`src/hw/rtl/bba_pkg.sv`:
```
// Shared types, constants and helpers for the buddy block allocator.
// Used by bba_ctrl, bba_dpath and buddy_block_allocator; no dependencies.
`default_nettype none
package bba_pkg;

  localparam int MAX_BLOCKS = 1024;
  localparam int MAX_ORDER  = 10;
  localparam int IDX_W      = 10;
  localparam int LNK_W      = 11;
  localparam int ORD_W      = 4;
  localparam int CNT_W      = 11;
  localparam int SIZE_W     = 31;

  localparam logic [LNK_W-1:0]  NIL_LINK   = LNK_W'(MAX_BLOCKS);
  localparam logic [SIZE_W-1:0] SIZE_LIMIT = 31'h4000_0000;

  localparam logic REG_ATOM_LOG2   = 1'b0;
  localparam logic REG_BLOCK_COUNT = 1'b1;

  typedef enum logic [1:0] {
    RS_OK      = 2'd0,
    RS_NOFIT   = 2'd1,
    RS_BADSIZE = 2'd2,
    RS_BADFREE = 2'd3
  } code_t;

  typedef enum logic [4:0] {
    OP_NONE,
    OP_CLR_START,
    OP_CLR,
    OP_CARVE,
    OP_CAPTURE,
    OP_A_ORD,
    OP_A_TAKE,
    OP_A_UNL,
    OP_SPLIT1,
    OP_LINK2,
    OP_A_FIN,
    OP_F_MARK,
    OP_F_RDBUD,
    OP_F_RDLNK,
    OP_F_UNL,
    OP_MRG1,
    OP_MRG2,
    OP_LINK1,
    OP_OUT_LOAD
  } op_t;

  typedef struct packed {
    op_t   op;
    code_t code;
  } cmd_t;

  typedef struct packed {
    logic size_bad;
    logic ord_big;
    logic none_fit;
    logic split_more;
    logic free_bad;
    logic merge_try;
    logic bud_match;
    logic clr_last;
    logic carve_last;
  } dp_stat_t;

  // ceil(log2(v)) for v >= 1
  function automatic logic [4:0] ceil_log2(input logic [SIZE_W-1:0] v);
    logic [SIZE_W-1:0] w;
    logic [4:0]        r;
    w = v - SIZE_W'(1);
    r = '0;
    for (int i = 0; i < SIZE_W; i++) begin
      if (w[i]) r = 5'(i + 1);
    end
    return r;
  endfunction

endpackage
`default_nettype wire

```
`src/hw/rtl/bba_ctrl.sv`:
```
// Sequencing state machine of the buddy block allocator.
// Depends on bba_pkg; drives bba_dpath through cmd_t, reads dp_stat_t.
`default_nettype none
module bba_ctrl (
  input  wire logic              clk,
  input  wire logic              rst_n,
  input  wire logic              in_valid,
  input  wire logic              in_req_type,
  input  wire logic              cfg_we,
  input  wire logic              out_stall,
  input  wire bba_pkg::dp_stat_t stat,
  output bba_pkg::cmd_t          cmd,
  output logic                   in_stall,
  output logic                   out_valid
);

  typedef enum logic [4:0] {
    S_INIT, S_CLR, S_CARVE, S_IDLE,
    S_A_ORD, S_A_FIND, S_A_UNL, S_A_SPLIT, S_A_SPLIT2,
    S_F_CHK, S_F_LOOP, S_F_CMPB, S_F_UNL, S_F_MRG1, S_F_MRG2, S_F_LINK2,
    S_RESP
  } state_t;

  state_t             state_r, state_nxt;
  bba_pkg::code_t     code_r, code_nxt;
  logic               out_valid_r, out_valid_nxt;

  assign in_stall  = (state_r != S_IDLE) || cfg_we;
  assign out_valid = out_valid_r;

  always_comb begin
    state_nxt     = state_r;
    code_nxt      = code_r;
    out_valid_nxt = out_valid_r && out_stall;
    cmd.op        = bba_pkg::OP_NONE;
    cmd.code      = code_r;
    case (state_r)
      S_INIT: begin
        cmd.op    = bba_pkg::OP_CLR_START;
        state_nxt = S_CLR;
      end
      S_CLR: begin
        cmd.op = bba_pkg::OP_CLR;
        if (stat.clr_last) state_nxt = S_CARVE;
      end
      S_CARVE: begin
        cmd.op = bba_pkg::OP_CARVE;
        if (stat.carve_last) state_nxt = S_IDLE;
      end
      S_IDLE: begin
        if (in_valid && !cfg_we) begin
          cmd.op    = bba_pkg::OP_CAPTURE;
          state_nxt = in_req_type ? S_F_CHK : S_A_ORD;
        end
      end
      S_A_ORD: begin
        if (stat.size_bad) begin
          code_nxt  = bba_pkg::RS_BADSIZE;
          state_nxt = S_RESP;
        end else if (stat.ord_big) begin
          code_nxt  = bba_pkg::RS_NOFIT;
          state_nxt = S_RESP;
        end else begin
          cmd.op    = bba_pkg::OP_A_ORD;
          state_nxt = S_A_FIND;
        end
      end
      S_A_FIND: begin
        if (stat.none_fit) begin
          code_nxt  = bba_pkg::RS_NOFIT;
          state_nxt = S_RESP;
        end else begin
          cmd.op    = bba_pkg::OP_A_TAKE;
          state_nxt = S_A_UNL;
        end
      end
      S_A_UNL: begin
        cmd.op    = bba_pkg::OP_A_UNL;
        state_nxt = S_A_SPLIT;
      end
      S_A_SPLIT: begin
        if (stat.split_more) begin
          cmd.op    = bba_pkg::OP_SPLIT1;
          state_nxt = S_A_SPLIT2;
        end else begin
          cmd.op    = bba_pkg::OP_A_FIN;
          code_nxt  = bba_pkg::RS_OK;
          state_nxt = S_RESP;
        end
      end
      S_A_SPLIT2: begin
        cmd.op    = bba_pkg::OP_LINK2;
        state_nxt = S_A_SPLIT;
      end
      S_F_CHK: begin
        if (stat.free_bad) begin
          code_nxt  = bba_pkg::RS_BADFREE;
          state_nxt = S_RESP;
        end else begin
          cmd.op    = bba_pkg::OP_F_MARK;
          state_nxt = S_F_LOOP;
        end
      end
      S_F_LOOP: begin
        if (stat.merge_try) begin
          cmd.op    = bba_pkg::OP_F_RDBUD;
          state_nxt = S_F_CMPB;
        end else begin
          cmd.op    = bba_pkg::OP_LINK1;
          state_nxt = S_F_LINK2;
        end
      end
      S_F_CMPB: begin
        if (stat.bud_match) begin
          cmd.op    = bba_pkg::OP_F_RDLNK;
          state_nxt = S_F_UNL;
        end else begin
          cmd.op    = bba_pkg::OP_LINK1;
          state_nxt = S_F_LINK2;
        end
      end
      S_F_UNL: begin
        cmd.op    = bba_pkg::OP_F_UNL;
        state_nxt = S_F_MRG1;
      end
      S_F_MRG1: begin
        cmd.op    = bba_pkg::OP_MRG1;
        state_nxt = S_F_MRG2;
      end
      S_F_MRG2: begin
        cmd.op    = bba_pkg::OP_MRG2;
        state_nxt = S_F_LOOP;
      end
      S_F_LINK2: begin
        cmd.op    = bba_pkg::OP_LINK2;
        code_nxt  = bba_pkg::RS_OK;
        state_nxt = S_RESP;
      end
      S_RESP: begin
        // wait for the output register to drain
        if (!out_valid_r || !out_stall) begin
          cmd.op        = bba_pkg::OP_OUT_LOAD;
          out_valid_nxt = 1'b1;
          state_nxt     = S_IDLE;
        end
      end
      default: state_nxt = S_INIT;
    endcase
    if (cfg_we) state_nxt = S_INIT;
  end

  always_ff @(posedge clk) begin
    if (!rst_n) begin
      state_r     <= S_INIT;
      code_r      <= bba_pkg::RS_OK;
      out_valid_r <= 1'b0;
    end else begin
      state_r     <= state_nxt;
      code_r      <= code_nxt;
      out_valid_r <= out_valid_nxt;
    end
  end

`ifndef SYNTH
  a_cfg_recarve: assert property (@(posedge clk) disable iff (!rst_n)
    cfg_we |=> (state_r == S_INIT))
    else $error("config write did not restart the carve");

  a_accept_dispatch: assert property (@(posedge clk) disable iff (!rst_n)
    (in_valid && !in_stall) |=> (state_r == S_A_ORD || state_r == S_F_CHK))
    else $error("accepted item not dispatched");
`endif

endmodule
`default_nettype wire

```
`config.mk`:
```
export PLATFORM = sky130hd
export DESIGN_NAME = bba_ctrl
export DESIGN_NICKNAME = d
export VERILOG_FILES = /design/src/hw/rtl/bba_pkg.sv /design/src/hw/rtl/bba_ctrl.sv
export SDC_FILE = /design/constraint.sdc
export NUM_CORES = 1
export LEC_CHECK = 0
export ABC_AREA = 1
export BUFFER_PORTS_ARGS = -buffer_cell sky130_fd_sc_hd__buf_2
export CAP_MARGIN = 10
export CELL_PAD_IN_SITES_DETAIL_PLACEMENT = 1
export CELL_PAD_IN_SITES_GLOBAL_PLACEMENT = 1
export CORE_MARGIN = 1
export CORE_UTILIZATION = 29
export CTS_CLUSTER_DIAMETER = 50
export DETAILED_ROUTE_END_ITERATION = 6
export PLACE_DENSITY = 0.76
export RECOVER_POWER = 50
export REMOVE_ABC_BUFFERS = 1
export SYNTH_ARGS = -nofsm -noshare
export SYNTH_HDL_FRONTEND = slang
export SYNTH_SLANG_ARGS = --single-unit
```
`constraint.sdc`:
```
create_clock -name clk -period 1.25 [get_ports clk]
set_clock_uncertainty 0.05 [all_clocks]
set_input_delay 0 -clock clk [delete_from_list [all_inputs] [get_ports clk]]
set_output_delay 0 -clock clk [all_outputs]
set_load 0.02 [all_outputs]
```
==> results by group <==
CTS
  • CTS tree: built
  • H-Tree Level Count: 1
  • Clk sinks: 8
  • Clock Tree Root: clkbuf_4
  • Clock Path Buffers: 2
  • Clock latency on the worst-skew pair: ~0.25 ns
  • CTS buffer count: 3
  • Reg clk slew, reported paths: roughly 0.060 ns

Finish
  • Area delta synth->final: 118.7%
  • Layout cell share with drive strength beyond 1: 0.6147
  • Commonest cells after routing, fill and taps aside: buf_4, nand2_1, nor2_4
  • Antenna diode count: 0
  • Layout Cells excl Fill: about 260
  • Commonest non-fill, non-tap cell in the layout: buf_4
  • Final Util: 0.6961
  • Nets: about 250

Critical path
  • Startpoint types: flip-flop
  • Slowest stage delay, CP: around 0.38 ns
  • Setup crit end kind: output port
  • Slowest stage cell, crit path: dfxtp_2
  • R2r setup slk: -0.49 ns
  • Critical path's top delay family: simple AND/OR/NAND/NOR gates
  • Worst path cell trace: inv_2 -> buf_6 -> nor2_4 -> nand3_2 -> nor2_4 -> inv_2 -> nand2_2 -> nor2_1 -> o211ai_1 -> buf_4
  • Setup CP Type: flip-flop to output port
  • Data required time of the critical path: about 1.2 ns
  • Worst-path fanout max: 3
  • Arrival @ worst endpoint: ~1.7 ns
  • WP buf/inv: 4

STA
  • RSZ-0062 raised after global routing: true
  • Endpoints failing setup: 14
  • FMAX: 0.5641 GHz
  • Final Slew Violations: 0
  • Slew headroom: 0.7329
  • Setup slack after layout: -0.5229 ns
  • Crit path time final: between 1.5 and 2 ns
  • Final worst-path cycle share: 1.418
  • Final hold violation count: 0
  • Slew @ Worst Pin: 0.3964 ns

Pwr
  • Power Dens Cells: 404.4 nW/um^2
  • Worst vdd ir: between 0.6 and 0.7 mV
  • Lkg Pwr: between 0.9 and 1 nW

Outcome
  • Failing checks: setup timing
  • Status: complete, but fails checks

Global routing
  • First-pass GRT wire length: between 7000 and 8000 um
  • Largest net degree at the start of global routing: 8
  • Initial antenna violation count: 0
  • Remaining global-route overflow: 0
  • Vias in the first global route: 1527
  • GRT Overall Usage: 0.3184

Die
  • Top Ports: 24
  • Die X: between 50 and 60 um
  • Die area: approximately 3100 sq um
  • Core Area: around 2600 sq um
  • Starting Density: 0.3184
  • Row Count: 18
  • Chip Height: approximately 55 um

Logic synthesis
  • Largest area contributor in the netlist: nand2_1
  • Post-synthesis mux area share: 0
  • Synth warn: 0
  • Synth Cell Area: a little over 800 sq um
  • Post-Synth XOR/XNOR Area: 0
  • Synth cell types: 22
  • Simple-gate share of the synthesized area: 0.5797
  • Avg Inst Size Synth: 5.121 sq um
  • Synth Area in Compound Gates: 0.09863
  • Post-synth top area share: 0.2094
  • Flops & latches, synth: 8
  • Post-synthesis adder-cell area fraction: 0
  • Largest cells by area after synthesis: nand2_1, dfxtp_1, nor2_1
  • Combinational family with the most area after synthesis: simple AND/OR/NAND/NOR gates
  • Sequential fraction of the synthesis area: 0.1942
  • Mapped Cells: 161

Route
  • DR WL/cell: 23.69 um
  • Post-route DRC violation count: 0
  • Vias/cell: roughly 5.8
  • Antenna violation net count after detailed routing: 0
  • DR vias: 1507
  • DR pass1 iterations: 4
  • DR iter-0 viols: 106
  • Final wirelength: 6183 um

Placed design
  • DP HPWL: 2875 um
  • Placer Congestion: approximately 0.86
  • PortBufs: 23
  • Dpl cells: 239
  • Dpl ws: -0.3636 ns

Min path
  • Hold crit path type: primary input to flip-flop

Job
  • # Max-Cap Violations: 0
-- metal layers --
metal,vias to the layer above,part of all wire,track usage
met1,735,0.38,0.3636
met3,33,0.062,0.03981
met4,0,0.064,0.1357
li1,650,-,-
met5,-,0,0
met2,89,0.50,0.5869
-- area by class of cell --
cell class | count | area, sq um
inverter | 28 | 117.6
timing repair buffer | 67 | 549.3
tap | 30 | 37.54
fill | 308 | 787.0
multi-input combinational | 125 | 899.6
sequential | 8 | 176.4
clock buffer | 3 | 22.52
-- flip-flops by register name, indices dropped and copies added (netlist names) --
register / cells
code_r: 2
out_valid: 1
state_r: 5
-- cell families (layout without fill, tap and decap cells) --
kind of cell,after synthesis,count (layout)
simple gates,111,111
compound gates,14,14
buf+inv,28,98
flops,8,8
-- power by group --
| group | switching [W] | internal, W | total (W) |
|---|---|---|---|
| logic | 0.000155 | 0.000104 | 0.000260 |
| registers | 0.0000146 | 0.000254 | 0.000269 |
| clock network | 0.0000907 | 0.000110 | 0.000201 |
| total | 0.000261 | 0.000469 | 0.000729 |
-- synth_stat cells (all sizes together) --
master	number
a211oi	1
a21boi	1
a21oi	4
a31oi	1
and2	1
dfxtp	8
inv	28
nand2	46
nand3	11
nand3b	1
nand4	5
nor2	43
nor3	2
nor3b	1
nor4	1
o211ai	1
o21ai	5
o31ai	1
-- path summary, 6_finish.rpt --
check | endpoint | start | cells after the start
hold reg to reg | code_r[0]$_SDFFE_PN0P_ | code_r[0]$_SDFFE_PN0P_ | 2
setup reg to reg | state_r[1]$_SDFFE_PP0P_ | state_r[2]$_SDFFE_PP0P_ | 11
hold / removal | state_r[4]$_SDFFE_PP0P_ | cfg_we | 4
setup / recovery | cmd[4] | state_r[2]$_SDFFE_PP0P_ | 10
-- tightest hold or removal path, stage by stage --
cell     delay, ns
buf_2         0.08
inv_1         0.06
nand2_1       0.20
a21oi_2       0.05
-- metrics by stage --
step | power, W | area [sq um] | hold slack [ns] | setup TNS, ns
finish | 0.0007291 | 1803 | 0.1338 | -5.428
global route | 0.0007620 | 1803 | 0.1409 | -5.916
global placement | 0.0004168 | 1165 | 0.2163 | -2.818
CTS | 0.0006837 | 1539 | 0.06713 | -3.350
detailed placement | 0.0004216 | 1165 | 0.2458 | -3.574
floorplan | 0.0003471 | 824.5 | 0.07618 | -0.2049
-- timing repair --
action / in CTS / in global routing
pin swaps: 23 / 25
buffers inserted: 7 / 13
gates resized for setup: 89 / 46
endpoints found under the setup margin: 14 / 14
hold endpoints to repair: 3 / 0
hold buffers: 2 / 0
No activity file was read; power rests on OpenSTA's default activity.
